$ cat src/design/afe_pkg.sv
package afe_pkg;

   localparam logic [10:0] MAX_ELEMENTS = 11'd1024;

   localparam int unsigned MUL_W  = 33;
   localparam int unsigned PROD_W = 2 * MUL_W;

   localparam logic [31:0] ONE_Q30        = 32'h4000_0000;
   localparam logic [32:0] HALF_PI_Q30    = 33'd1686629713;
   localparam logic [32:0] LN2_Q30        = 33'd744261118;
   localparam logic [32:0] B_OVER_LN2_Q30 = 33'd309816401;
   localparam logic [32:0] LOG2E_Q30      = 33'd1549082005;

   localparam logic [35:0] V_BIAS   = 36'd24393569369;
   localparam logic [47:0] FIT_NUM  = 48'd4294967296000;
   localparam logic [39:0] SQ_MAX   = 40'hFF_FFFF_FFFF;
   localparam logic signed [28:0] CS_MAX = 29'sd134217727;
   localparam logic signed [28:0] CS_MIN = -29'sd134217728;
   localparam logic [22:0] FV_MAX   = 23'h1F_FFFF;
   localparam logic [47:0] FIT_MAX  = 48'h3FF_FFFF;
   localparam logic [47:0] MEAN_MAX = 48'h4000_0000;
   localparam logic [47:0] MAG_MAX  = 48'h1_0000;

   localparam logic [3:0] COS_LAST  = 4'd4;
   localparam logic [3:0] EXP_LAST  = 4'd9;
   localparam logic [5:0] DIV_LAST  = 6'd47;
   localparam logic [5:0] SQRT_LAST = 6'd23;

   typedef enum logic [4:0] {
      ST_IDLE, ST_SQ, ST_HP, ST_TT, ST_T2, ST_DMUL, ST_DSH, ST_POLY, ST_COS,
      ST_MEAN, ST_DIV, ST_DIVEND, ST_SQRT, ST_W1, ST_W1S, ST_P2, ST_U, ST_US,
      ST_P2END, ST_CMAG, ST_W2S, ST_V1, ST_V2, ST_FIT, ST_OUT
   } state_type;

   typedef enum logic [1:0] {POLY_COS, POLY_E1, POLY_E2} poly_type;

   typedef enum logic [1:0] {PASS_MEAN, PASS_CMAG, PASS_FIT} pass_type;

   typedef struct packed {
      logic [32:0] mul;
      logic [5:0]  sh;
   } magic_type;

   function automatic logic [6:0] poly_den(poly_type mode, logic [3:0] step);
      logic [6:0] k;
      if (mode == POLY_COS) begin
         case (step)
            4'd0:    k = 7'd90;
            4'd1:    k = 7'd56;
            4'd2:    k = 7'd30;
            4'd3:    k = 7'd12;
            default: k = 7'd2;
         endcase
      end else begin
         k = 7'd10 - {3'b000, step};
      end
      return k;
   endfunction

   // floor(x/k) = (x * mul) >> sh for every x below 2^32
   function automatic magic_type div_magic(logic [6:0] k);
      magic_type r;
      case (k)
         7'd1:    r = '{mul: 33'h1_0000_0000, sh: 6'd32};
         7'd2:    r = '{mul: 33'h1_0000_0000, sh: 6'd33};
         7'd3:    r = '{mul: 33'd5726623062,  sh: 6'd34};
         7'd4:    r = '{mul: 33'h1_0000_0000, sh: 6'd34};
         7'd5:    r = '{mul: 33'd6871947674,  sh: 6'd35};
         7'd6:    r = '{mul: 33'd5726623062,  sh: 6'd35};
         7'd7:    r = '{mul: 33'd4908534053,  sh: 6'd35};
         7'd8:    r = '{mul: 33'h1_0000_0000, sh: 6'd35};
         7'd9:    r = '{mul: 33'd7635497416,  sh: 6'd36};
         7'd10:   r = '{mul: 33'd6871947674,  sh: 6'd36};
         7'd12:   r = '{mul: 33'd5726623062,  sh: 6'd36};
         7'd30:   r = '{mul: 33'd4581298450,  sh: 6'd37};
         7'd56:   r = '{mul: 33'd4908534053,  sh: 6'd38};
         7'd90:   r = '{mul: 33'd6108397933,  sh: 6'd39};
         default: r = '{mul: 33'h1_0000_0000, sh: 6'd32};
      endcase
      return r;
   endfunction

endpackage

$ cat src/design/ackley_fitness_evaluator.sv
// Ackley fitness evaluator.
// Input channel req_*: one vector coordinate per transfer, signed Q7.16 in
// req_tdata, req_tlast marks the final coordinate of a vector. Result channel
// rsp_*: one transfer per vector, carrying fitness, function value and count.
// An ordinary coordinate occupies the block until its sums are updated: one
// shared 33x33 multiplier, registered, serves the square, the angle scaling
// and the five-term cosine series with its constant divisions.
// A last coordinate adds three 48-step restoring divisions (mean square,
// mean cosine, fitness), a 24-step square root and two 10-term exponential
// series, all on the same multiplier and one shift-subtract unit.
// req_tready is high only while the block is idle. Coordinates beyond 1024
// in one vector are ignored but a last flag on them still closes the vector.
// A finished result sits in an output register; the next vector is accepted
// while it waits, and a further result waits until rsp_tready takes the first.
// Synchronous reset clears the sums, the count and the output valid flag.
module ackley_fitness_evaluator (
   input  logic        clock,
   input  logic        reset,
   input  logic        req_tvalid,
   output logic        req_tready,
   input  logic [23:0] req_tdata,   // coordinate [23:0]
   input  logic        req_tlast,   // last_element
   output logic        rsp_tvalid,
   input  logic        rsp_tready,
   output logic [63:0] rsp_tdata    // fitness [25:0], ackley_value [46:26],
                                    // element_count [57:47]
);
   import afe_pkg::*;

   state_type state_ff, state_in;
   poly_type  poly_ff, poly_in;
   pass_type  pass_ff, pass_in;

   logic [23:0] x_ff, x_in;
   logic        last_ff, last_in;
   logic [39:0] sq_sum_ff, sq_sum_in;
   logic signed [27:0] cos_sum_ff, cos_sum_in;
   logic [10:0] count_ff, count_in;
   logic [PROD_W-1:0] prod_ff, prod_in;
   logic [31:0] num_ff, num_in;
   logic [31:0] b_ff, b_in;
   logic [3:0]  step_ff, step_in;
   logic        neg_ff, neg_in;
   logic [5:0]  amt_ff, amt_in;
   logic [47:0] quo_ff, quo_in;
   logic [27:0] rem_ff, rem_in;
   logic [21:0] dvs_ff, dvs_in;
   logic [47:0] sh_ff, sh_in;
   logic [5:0]  it_ff, it_in;
   logic [35:0] w_ff, w_in;
   logic [33:0] e1_ff, e1_in;
   logic [33:0] e2_ff, e2_in;
   logic [20:0] fv_ff, fv_in;
   logic [25:0] fit_ff, fit_in;
   logic        rsp_valid_ff, rsp_valid_in;
   logic [63:0] rsp_data_ff, rsp_data_in;

   logic [MUL_W-1:0]  op_a, op_b;
   logic [PROD_W-1:0] prod_shift;
   magic_type         mg;
   logic [23:0] abs_x;
   logic [15:0] phase;
   logic [16:0] half_fold, quarter;
   logic        cos_neg;
   logic [40:0] sq_add;
   logic [35:0] q_poly;
   logic [31:0] c_round;
   logic [17:0] c_mag;
   logic signed [28:0] c_term, cs_sum;
   logic [27:0] cs_mag;
   logic [10:0] n_eff;
   logic [27:0] div_trial;
   logic [27:0] sq_trial, sq_root_trial;
   logic [30:0] mean_c;
   logic [16:0] mag_c;
   logic        p2_neg, p2_direct;
   logic [5:0]  wk;
   logic [29:0] wf;
   logic [33:0] p2_val, p2_end;
   logic [31:0] p2_g;
   logic [5:0]  p2_amt;
   logic [35:0] v_pos;
   logic [36:0] fv_round;
   logic [21:0] den;
   logic [3:0]  poly_last;
   logic        out_load;

   assign req_tready = (state_ff == ST_IDLE);
   assign rsp_tvalid = rsp_valid_ff;
   assign rsp_tdata  = rsp_data_ff;

   assign mg         = div_magic(poly_den(poly_ff, step_ff));
   assign prod_shift = prod_ff >> mg.sh;
   assign abs_x      = x_ff[23] ? (24'd0 - x_ff) : x_ff;
   assign phase      = x_ff[15:0];
   assign half_fold  = (phase > 16'd32768) ? (17'd65536 - {1'b0, phase}) : {1'b0, phase};
   assign cos_neg    = (half_fold > 17'd16384);
   assign quarter    = cos_neg ? (17'd32768 - half_fold) : half_fold;
   assign sq_add     = {1'b0, sq_sum_ff} + {10'd0, prod_ff[46:16]};
   assign q_poly     = prod_ff[65:30];
   assign c_round    = b_ff + 32'd8192;
   assign c_mag      = c_round[31:14];
   assign c_term     = neg_ff ? -$signed({11'd0, c_mag}) : $signed({11'd0, c_mag});
   assign cs_sum     = $signed({cos_sum_ff[27], cos_sum_ff}) + c_term;
   assign cs_mag     = cos_sum_ff[27] ? (28'd0 - $unsigned(cos_sum_ff))
                                      : $unsigned(cos_sum_ff);
   assign n_eff      = (count_ff == 11'd0) ? 11'd1 : count_ff;
   assign div_trial  = {rem_ff[26:0], quo_ff[47]};
   assign sq_trial   = {rem_ff[25:0], sh_ff[47:46]};
   assign sq_root_trial = {2'b00, quo_ff[23:0], 2'b01};
   assign mean_c     = (quo_ff > MEAN_MAX) ? MEAN_MAX[30:0] : quo_ff[30:0];
   assign mag_c      = (quo_ff > MAG_MAX) ? MAG_MAX[16:0] : quo_ff[16:0];
   assign poly_last  = (poly_ff == POLY_COS) ? COS_LAST : EXP_LAST;
   assign out_load   = !rsp_valid_ff || rsp_tready;

   // power-of-two setup
   assign wk     = w_ff[35:30];
   assign wf     = w_ff[29:0];
   assign p2_neg = (poly_ff == POLY_E1) || cos_sum_ff[27];
   always_comb begin
      p2_direct = 1'b0;
      p2_val    = '0;
      p2_g      = {2'b00, wf};
      p2_amt    = (wk > 6'd2) ? 6'd2 : wk;
      if (p2_neg) begin
         p2_g   = ONE_Q30 - {2'b00, wf};
         p2_amt = wk + 6'd1;
         if (wf == 30'd0) begin
            p2_direct = 1'b1;
            p2_val    = (wk == 6'd63) ? 34'd0 : {2'b00, ONE_Q30 >> wk};
         end else if (wk >= 6'd62) begin
            p2_direct = 1'b1;
         end
      end
   end
   assign p2_end = neg_ff ? {2'b00, b_ff >> amt_ff} : ({2'b00, b_ff} << amt_ff);

   assign v_pos    = (w_ff <= V_BIAS) ? (V_BIAS - w_ff) : 36'd0;
   assign fv_round = {1'b0, v_pos} + 37'd8192;
   assign den      = 22'h10000 + {1'b0, fv_ff};

   always_comb begin
      state_in = state_ff;
      case (state_ff)
         ST_IDLE: begin
            if (req_tvalid) begin
               if (count_ff < MAX_ELEMENTS) begin
                  state_in = ST_SQ;
               end else if (req_tlast) begin
                  state_in = ST_MEAN;
               end
            end
         end
         ST_SQ:   state_in = ST_HP;
         ST_HP:   state_in = ST_TT;
         ST_TT:   state_in = ST_T2;
         ST_T2:   state_in = ST_DMUL;
         ST_DMUL: state_in = ST_DSH;
         ST_DSH:  state_in = ST_POLY;
         ST_POLY: begin
            if (step_ff == poly_last) begin
               state_in = (poly_ff == POLY_COS) ? ST_COS : ST_P2END;
            end else begin
               state_in = ST_DMUL;
            end
         end
         ST_COS:  state_in = last_ff ? ST_MEAN : ST_IDLE;
         ST_MEAN: state_in = ST_DIV;
         ST_DIV: begin
            if (it_ff == DIV_LAST) begin
               state_in = ST_DIVEND;
            end
         end
         ST_DIVEND: begin
            case (pass_ff)
               PASS_MEAN: state_in = ST_SQRT;
               PASS_CMAG: state_in = ST_W2S;
               PASS_FIT:  state_in = ST_OUT;
               default:   state_in = ST_IDLE;
            endcase
         end
         ST_SQRT: begin
            if (it_ff == SQRT_LAST) begin
               state_in = ST_W1;
            end
         end
         ST_W1:  state_in = ST_W1S;
         ST_W1S: state_in = ST_P2;
         ST_P2: begin
            if (p2_direct) begin
               state_in = (poly_ff == POLY_E1) ? ST_CMAG : ST_V1;
            end else begin
               state_in = ST_U;
            end
         end
         ST_U:     state_in = ST_US;
         ST_US:    state_in = ST_DMUL;
         ST_P2END: state_in = (poly_ff == POLY_E1) ? ST_CMAG : ST_V1;
         ST_CMAG:  state_in = ST_DIV;
         ST_W2S:   state_in = ST_P2;
         ST_V1:    state_in = ST_V2;
         ST_V2:    state_in = ST_FIT;
         ST_FIT:   state_in = ST_DIV;
         ST_OUT: begin
            if (out_load) begin
               state_in = ST_IDLE;
            end
         end
         default: state_in = ST_IDLE;
      endcase
   end

   always_comb begin
      x_in = x_ff;  last_in = last_ff;
      sq_sum_in = sq_sum_ff;  cos_sum_in = cos_sum_ff;  count_in = count_ff;
      num_in = num_ff;  b_in = b_ff;  step_in = step_ff;  poly_in = poly_ff;
      pass_in = pass_ff;  neg_in = neg_ff;  amt_in = amt_ff;
      quo_in = quo_ff;  rem_in = rem_ff;  dvs_in = dvs_ff;  sh_in = sh_ff;
      it_in = it_ff;  w_in = w_ff;  e1_in = e1_ff;  e2_in = e2_ff;
      fv_in = fv_ff;  fit_in = fit_ff;
      rsp_valid_in = rsp_valid_ff && !rsp_tready;
      rsp_data_in  = rsp_data_ff;
      op_a = '0;
      op_b = '0;
      case (state_ff)
         ST_IDLE: begin
            if (req_tvalid) begin
               x_in    = req_tdata;
               last_in = req_tlast;
            end
         end
         ST_SQ: begin
            op_a = {9'd0, abs_x};
            op_b = {9'd0, abs_x};
         end
         ST_HP: begin
            sq_sum_in = sq_add[40] ? SQ_MAX : sq_add[39:0];
            neg_in    = cos_neg;
            op_a      = {16'd0, quarter};
            op_b      = HALF_PI_Q30;
         end
         ST_TT: begin
            op_a = {1'b0, prod_ff[45:14]};
            op_b = {1'b0, prod_ff[45:14]};
         end
         ST_T2: begin
            num_in  = prod_ff[61:30];
            b_in    = ONE_Q30;
            step_in = 4'd0;
            poly_in = POLY_COS;
         end
         ST_DMUL: begin
            op_a = {1'b0, num_ff};
            op_b = mg.mul;
         end
         ST_DSH: begin
            op_a = {1'b0, prod_shift[31:0]};
            op_b = {1'b0, b_ff};
         end
         ST_POLY: begin
            if (poly_ff == POLY_COS) begin
               b_in = (q_poly >= {4'd0, ONE_Q30}) ? 32'd0 : (ONE_Q30 - q_poly[31:0]);
            end else begin
               b_in = ONE_Q30 + q_poly[31:0];
            end
            step_in = step_ff + 4'd1;
         end
         ST_COS: begin
            if (cs_sum > CS_MAX) begin
               cos_sum_in = CS_MAX[27:0];
            end else if (cs_sum < CS_MIN) begin
               cos_sum_in = CS_MIN[27:0];
            end else begin
               cos_sum_in = cs_sum[27:0];
            end
            count_in = count_ff + 11'd1;
         end
         ST_MEAN: begin
            quo_in  = {8'd0, sq_sum_ff};
            rem_in  = '0;
            dvs_in  = {11'd0, n_eff};
            it_in   = '0;
            pass_in = PASS_MEAN;
         end
         ST_DIV: begin
            if (div_trial >= {6'd0, dvs_ff}) begin
               rem_in = div_trial - {6'd0, dvs_ff};
               quo_in = {quo_ff[46:0], 1'b1};
            end else begin
               rem_in = div_trial;
               quo_in = {quo_ff[46:0], 1'b0};
            end
            it_in = it_ff + 6'd1;
         end
         ST_DIVEND: begin
            case (pass_ff)
               PASS_MEAN: begin
                  sh_in  = {1'b0, mean_c, 16'd0};
                  rem_in = '0;
                  quo_in = '0;
                  it_in  = '0;
               end
               PASS_CMAG: begin
                  op_a = {16'd0, mag_c};
                  op_b = LOG2E_Q30;
               end
               PASS_FIT: begin
                  fit_in = (quo_ff > FIT_MAX) ? FIT_MAX[25:0] : quo_ff[25:0];
               end
               default: begin
                  fit_in = fit_ff;
               end
            endcase
         end
         ST_SQRT: begin
            if (sq_trial >= sq_root_trial) begin
               rem_in = sq_trial - sq_root_trial;
               quo_in = {quo_ff[46:0], 1'b1};
            end else begin
               rem_in = sq_trial;
               quo_in = {quo_ff[46:0], 1'b0};
            end
            sh_in = {sh_ff[45:0], 2'b00};
            it_in = it_ff + 6'd1;
         end
         ST_W1: begin
            op_a = {9'd0, quo_ff[23:0]};
            op_b = B_OVER_LN2_Q30;
         end
         ST_W1S: begin
            w_in    = prod_ff[51:16];
            poly_in = POLY_E1;
         end
         ST_P2: begin
            if (p2_direct) begin
               if (poly_ff == POLY_E1) begin
                  e1_in = p2_val;
               end else begin
                  e2_in = p2_val;
               end
            end else begin
               num_in = p2_g;
               amt_in = p2_amt;
               neg_in = p2_neg;
            end
         end
         ST_U: begin
            op_a = {1'b0, num_ff};
            op_b = LN2_Q30;
         end
         ST_US: begin
            num_in  = prod_ff[61:30];
            b_in    = ONE_Q30;
            step_in = 4'd0;
         end
         ST_P2END: begin
            if (poly_ff == POLY_E1) begin
               e1_in = p2_end;
            end else begin
               e2_in = p2_end;
            end
         end
         ST_CMAG: begin
            quo_in  = {20'd0, cs_mag};
            rem_in  = '0;
            dvs_in  = {11'd0, n_eff};
            it_in   = '0;
            pass_in = PASS_CMAG;
         end
         ST_W2S: begin
            w_in    = prod_ff[51:16];
            poly_in = POLY_E2;
         end
         ST_V1: begin
            w_in = ({2'b00, e1_ff} << 4) + ({2'b00, e1_ff} << 2) + {2'b00, e2_ff};
         end
         ST_V2: begin
            fv_in = (fv_round[36:14] > FV_MAX) ? FV_MAX[20:0] : fv_round[34:14];
         end
         ST_FIT: begin
            quo_in  = FIT_NUM + {27'd0, den[21:1]};
            rem_in  = '0;
            dvs_in  = den;
            it_in   = '0;
            pass_in = PASS_FIT;
         end
         ST_OUT: begin
            if (out_load) begin
               rsp_valid_in = 1'b1;
               rsp_data_in  = {6'd0, count_ff, fv_ff, fit_ff};
               sq_sum_in    = '0;
               cos_sum_in   = '0;
               count_in     = '0;
            end
         end
         default: begin
            x_in = x_ff;
         end
      endcase
   end

   assign prod_in = op_a * op_b;

   always_ff @(posedge clock) begin
      if (reset) begin
         state_ff     <= ST_IDLE;
         sq_sum_ff    <= '0;
         cos_sum_ff   <= '0;
         count_ff     <= '0;
         rsp_valid_ff <= 1'b0;
      end else begin
         state_ff     <= state_in;
         sq_sum_ff    <= sq_sum_in;
         cos_sum_ff   <= cos_sum_in;
         count_ff     <= count_in;
         rsp_valid_ff <= rsp_valid_in;
      end
   end

   always_ff @(posedge clock) begin
      x_ff        <= x_in;
      last_ff     <= last_in;
      prod_ff     <= prod_in;
      num_ff      <= num_in;
      b_ff        <= b_in;
      step_ff     <= step_in;
      poly_ff     <= poly_in;
      pass_ff     <= pass_in;
      neg_ff      <= neg_in;
      amt_ff      <= amt_in;
      quo_ff      <= quo_in;
      rem_ff      <= rem_in;
      dvs_ff      <= dvs_in;
      sh_ff       <= sh_in;
      it_ff       <= it_in;
      w_ff        <= w_in;
      e1_ff       <= e1_in;
      e2_ff       <= e2_in;
      fv_ff       <= fv_in;
      fit_ff      <= fit_in;
      rsp_data_ff <= rsp_data_in;
   end

   a_count_bound: assert property (@(posedge clock) disable iff (reset)
      count_ff <= MAX_ELEMENTS)
      else $error("element count above limit");

   a_accumulate_start: assert property (@(posedge clock) disable iff (reset)
      (req_tvalid && req_tready && (count_ff < MAX_ELEMENTS)) |=> (state_ff == ST_SQ))
      else $error("accepted coordinate not accumulated");

   a_div_remainder: assert property (@(posedge clock) disable iff (reset)
      (state_ff == ST_DIV) |-> ((dvs_ff != 22'd0) && (rem_ff < {6'd0, dvs_ff})))
      else $error("divider remainder out of range");

   a_clear_on_result: assert property (@(posedge clock) disable iff (reset)
      (state_ff == ST_OUT && out_load) |=>
         (rsp_tvalid && count_ff == 11'd0 && sq_sum_ff == 40'd0 && cos_sum_ff == 28'sd0))
      else $error("accumulators not cleared with result");

endmodule
$ cat config.mk
export PLATFORM = sky130hd
export DESIGN_NAME = ackley_fitness_evaluator
export DESIGN_NICKNAME = d
export VERILOG_FILES = /design/src/design/afe_pkg.sv /design/src/design/ackley_fitness_evaluator.sv
export SDC_FILE = /design/constraint.sdc
export NUM_CORES = 2
export LEC_CHECK = 0
export BUFFER_PORTS_ARGS = -buffer_cell sky130_fd_sc_hd__buf_4
export CAP_MARGIN = 20
export CORE_MARGIN = 1
export CORE_UTILIZATION = 55
export DETAILED_ROUTE_END_ITERATION = 12
export PLACE_DENSITY = 0.71
export REMOVE_ABC_BUFFERS = 1
export SLEW_MARGIN = 15
export SYNTH_ARGS = -nofsm -noshare
export SYNTH_HDL_FRONTEND = slang
export SYNTH_SLANG_ARGS = --single-unit
$ cat constraint.sdc
create_clock -name clock -period 16.4 [get_ports clock]
set_input_delay 0.82 -clock clock [delete_from_list [all_inputs] [get_ports clock]]
set_output_delay 0.82 -clock clock [all_outputs]
set_load 0.05 [all_outputs]
# == After elaboration in Yosys (flattened, before gate mapping) ==
# Cells that the tools add are included.
# Widths: inputs -> output; s select.
# word_totals
register_bits,615
# op_classes
reduce_logical,46
bitwise,1
n_eq_ne,59
multipliers,1
n_lt_le_gt_ge,15
shift,4
mux,83
add_sub_neg,24
# ops
operator,count
$pmux 38 s13,1
$pmux 48 s6,1
$pmux 33 s8,1
$mux 34,7
$mux 32,7
$pmux 32 s7,1
$pmux 34 s2,2
$pmux 32 s2,2
$mux 28,4
$pmux 27 s4,1
$pmux 5 s21,1
$mux 48,2
$pmux 48 s2,1
$mux 27,3
$mux 40,2
$pmux 40 s2,1
$pmux 36 s2,1
$mux 17,4
$mul 33x33->66,1
$shr 66x6->32,1
$mux 31,2
$pmux 28 s2,1
$gt 48x17->1 const B,1
$gt 48x26->1 const B,1
96 further kinds,184

# == Logic depth before layout (Yosys ltp) ==
# depth
ltp_word,8
depth_mapped,50
depth_no_buf,44

# == Least setup slack after synthesis ==
# No wires, ideal clock.
# synth_path
kind,register to register
startpoint,register poly_ff[1]
endpoint,register prod_ff[60]
required_ps,16297
n_path_buf,7
setup_time_ps,103
setup_slack_ps,4663
arrival_ps,11633
path_stages_with_launch,49
path_cell_list,edfxtp_1 clkbuf_1 nor2_1 clkinv_1 clkbuf_1 ha_1 clkbuf_1 nand2b_1 o31a_1 nor2_1 a211o_1 buf_1 buf_1 buf_1 mux2i_1 o21ai_0 mux2i_1 o21ai_0 [13 not listed] fa_1 inv_1 fa_1 inv_1 ha_1 nand4_1 o21ai_0 a2111oi_0 a211oi_2 nor2_2 o31a_2 o211ai_4 o211a_1 a21oi_2 o22ai_1 o21ai_2 mux2i_1 a2111oi_2
# synth_via
elab_chain_cells,7
word_cells_on_any_way,20
cone_classes,mul (1); eq/ne (13); shift (1); mux (4); reduce/logical (1)
# synth_lines
item,line,rtl
start: declaration,ackley_fitness_evaluator.sv:31,"poly_type poly_ff, poly_in;"
start signal: assignment,ackley_fitness_evaluator.sv:427,poly_ff <= poly_in;
$logic_not 2->1 (*),afe_pkg.sv:46,if (mode == POLY_COS) begin
$mux 7 (*),afe_pkg.sv:46,
$eq 7x7->1 (tied with other cells),afe_pkg.sv:63,case (k)
$pmux 38 s13 (*),afe_pkg.sv:63,
$shr 66x6->32,ackley_fitness_evaluator.sv:93,assign prod_shift = prod_ff >> mg.sh;
$pmux 32 s7,ackley_fitness_evaluator.sv:225,case (state_ff)
$mul 33x33->66 (*),ackley_fitness_evaluator.sv:402,assign prod_in = op_a * op_b;
net prod_in[60],ackley_fitness_evaluator.sv:39,"logic [PROD_W-1:0] prod_ff, prod_in;"
end signal: assignment,ackley_fitness_evaluator.sv:423,prod_ff <= prod_in;
end: declaration,ackley_fitness_evaluator.sv:39,
# The timed path passes the listed nets; every way through them passes the cells marked *.
# A chain may end at the register's enable or synchronous reset.

# == Final worst setup path ==
# layout_path
startpoint,register x_ff[0]
endpoint,register prod_ff[65]
# layout_via
elab_chain_cells,6
word_cells_on_any_way,11
cone_classes,add/sub (3); mul (1); order compare (2); mux (5)
# layout_lines
item,line,rtl
start: declaration,ackley_fitness_evaluator.sv:34,"logic [23:0] x_ff, x_in;"
start signal: assignment,ackley_fitness_evaluator.sv:421,x_ff <= x_in;
$sub 17x16->17 / $gt 16x16->1 (equally long branches),ackley_fitness_evaluator.sv:96,"assign half_fold = (phase > 16'd32768) ? (17'd65536 - {1'b0, phase}) : {1'b0, phase};"
$mux 17,ackley_fitness_evaluator.sv:96,
$sub 16x17->17 / $gt 17x15->1 (equally long branches),"ackley_fitness_evaluator.sv:98, ackley_fitness_evaluator.sv:97",
$mux 17,ackley_fitness_evaluator.sv:98,assign quarter = cos_neg ? (17'd32768 - half_fold) : half_fold;
$pmux 32 s7,ackley_fitness_evaluator.sv:225,
$mul 33x33->66 (*),ackley_fitness_evaluator.sv:402,
net prod_in[65],ackley_fitness_evaluator.sv:39,
# Marked as above.

==> impl_metrics.toml <==
[outcome]
status = "finished clean"

[synth]
synth_cells = 8085
ys_warn_count = 0
netlist_area_um2 = 72900
synth_area_leaders = "fa_1, edfxtp_1, ha_1, inv_1, nand2_1"
synth_flop_cell = "edfxtp_1"
synth_common_cells = "inv_1, nand2_1, fa_1, nor2_1, edfxtp_1"
synth.most_common_cell = "inv_1"
yosys_register_bits = 585
synth_area_leader_cell = "fa_1"
synth_edf_count = 448
avgSynthCellArea_um2 = 9.01
synth_seq_area_share_pct = 22.2
synth_top_area_share_pct = 26.4
yosysUniqueCellTypes = 95
async_reset_ff_share_pct = 0

[placement]
placedCellCount = 9658
place_congestion = 1.04
hpwl_um = 198000
io_buffers = 88
dpl_cell_area_um2 = 75700

[worst_setup_path]
endpoint_kind = "register"
rr_endpoint = "prod_ff[65]"
cp.required_ps = 16930
start_kind = "register"
slowest_stage = "nor2_1"
r2r_slack_ps = 3210
cp_common_cell = "inv_1"
r2r_start = "x_ff[0]"
crit_fanout = 14
reg2reg_depth = 43
crit_type = "reg -> reg"
slowest_delay_ps = 800
critPathArrivalTime_ps = 13710

[grt]
grt_antenna_before_repair = 20
grt_max_degree = 85
grt_overflow = 0
grt_pass1_vias = 61026
grt_pass1_wl_um = 389000
grt_use_total_pct = 39.2

[floorplanning]
rows = 133
die_w_um = 366
io_pins = 95
start_util_pct = 55.4
die_h_um = 366
fp.coreArea_um2 = 131000
dieArea_um2 = 134000

[run]
drv_cap = 0

[final_layout]
nets = 9402
final_area_um2 = 78100
fin_util_pct = 59.4
drive_above_1_share_pct = 6.89
final_cells = 9789
syn_to_final_growth_pct = 7.25

[timing]
tns_ps = 0
tightest_slew_ps = 1240
period_share_pct = 80.4
fmax_mhz = 75.8
skew_ps = 32.3
drv_slew = 0
hold_slack_ps = 399
relSlewSlack_pct = 16.4
final.min_clock_period_ps = 13190
hold_viol = 0
rsz0062_at_grt = "false"
finalSetupViolCount = 0

[detailed_routing]
drc = 0
dr.pass1.iters = 8
ant_nets = 0
viasPerCell = 6.32
vias = 61873
drt_iter0_drc = 7374
drt-total-wl_um = 264000
wl_per_cell_um = 27.0

[clock_network]
cts.repair.resized = 0
htreeDepth = 3
cts_tree = "built"
cts_hold_buf = 0
clock_latency_ps = 660
cts_made_buffers = 67
path_clk_slew_ps = 70
cts_sinks = 585
postCtsSetupBuffers = 0
cts-root-buf = "clkbuf_16"
clockBufferDepth = 3

[worst_hold_path]
min_to = "last_ff"
hold_start = "req_tlast"
hp-class = "in -> reg"
holdPathStages = 1

[power_and_ir_drop]
power.leakage_nw = 35.6
power_density_nw_per_um2 = 102
ir_drop_v = 0.000117
## worst max-delay path by stage
stage,from,endpoint,slack (ps),cells past startpoint
after detailed placement,x_ff[0],prod_ff[65],3440,43
after global routing,x_ff[0],prod_ff[60],2450,43
after global placement,x_ff[0],prod_ff[65],3630,42
after CTS,x_ff[0],prod_ff[65],3410,43
after floorplan,poly_ff[1],prod_ff[60],2910,38
final,x_ff[0],prod_ff[65],3210,43
## where the power goes
part | total (W) | leakage, nW | switching (W) | internal [W]
clock network | 0.00160 | 1.15 | 0.000667 | 0.000933
logic | 0.00451 | 29.0 | 0.00299 | 0.00151
registers | 0.00189 | 5.42 | 0.000182 | 0.00171
## final cells by class
class	count	area [um2]
clock buffers	88	1960
inverters	1151	4320
clock inverters	35	367
repair buffers	267	2050
diodes	5	12.5
fillers	11571	53300
multi-input cells	5903	51000
flip-flops and latches	585	16200
well taps	1755	2200
## registers in the layout, indices dropped and copies added, names as in the netlist, 11 cells and up
name        cells
fit_ff         26
fv_ff          21
quo_ff         48
e1_ff          34
sq_sum_ff      40
e2_ff          34
rsp_tdata      58
dvs_ff         22
rem_ff         27
w_ff           36
cos_sum_ff     28
x_ff           24
prod_ff        52
count_ff       11
b_ff           32
sh_ff          32
num_ff         32
## cells by family after synthesis
family	count (synthesis)	synth area share (%)
xor gates and xnor gates	367	4.41
AOI/OAI and AO/OA	1378	12.4
adders and majority gates	1400	33.9
other	1	0.00515
muxes	253	3.75
and+or+nand+nor	2499	14.9
buffers and inverters	1602	8.31
DFF	585	22.2
## metal layers
layer	wire, um	GRT usage, %	up-vias
met5	139	0	-
met4	23100	27.9	20
met3	32700	10.8	1040
met2	112000	57.9	3929
met1	96300	49.7	30420
li1	-	-	26464
## critical path, delay by kind of cell, from the launching register on
family                     cells  cell delay, ps
AOI/OAI and AO/OA             14            3820
xor gates and xnor gates       2             290
adders and majority gates     10            4440
buffers and inverters          8             850
DFF                            1             540
and+or+nand+nor                9            3070
## placed cells by master (no fill, tap or decap), types with 83 or more instances in the layout
| cell | n |
|---|---|
| nor2_1 | 883 |
| edfxtp_1 | 448 |
| a21o_1 | 83 |
| o21ai_0 | 357 |
| nand2b_1 | 83 |
| buf_4 | 262 |
| ha_1 | 438 |
| dfxtp_1 | 137 |
| nand3_1 | 91 |
| mux2i_1 | 211 |
| xnor2_1 | 189 |
| a21oi_1 | 314 |
| fa_1 | 960 |
| xor2_1 | 178 |
| nand2_1 | 961 |
| inv_1 | 1148 |
## metrics by stage
| stage | total power, W | setup slack [ps] |
|---|---|---|
| 3_3_place_gp | 0.00620 | 3630 |
| 2_1_floorplan | 0.00469 | 2910 |
| 3_5_place_dp | 0.00630 | 3440 |
| 4_1_cts | 0.00790 | 3410 |
| 5_1_grt | 0.00844 | 2450 |
| 6_report | 0.00800 | 3210 |
Power figures use the tool's default switching activity.
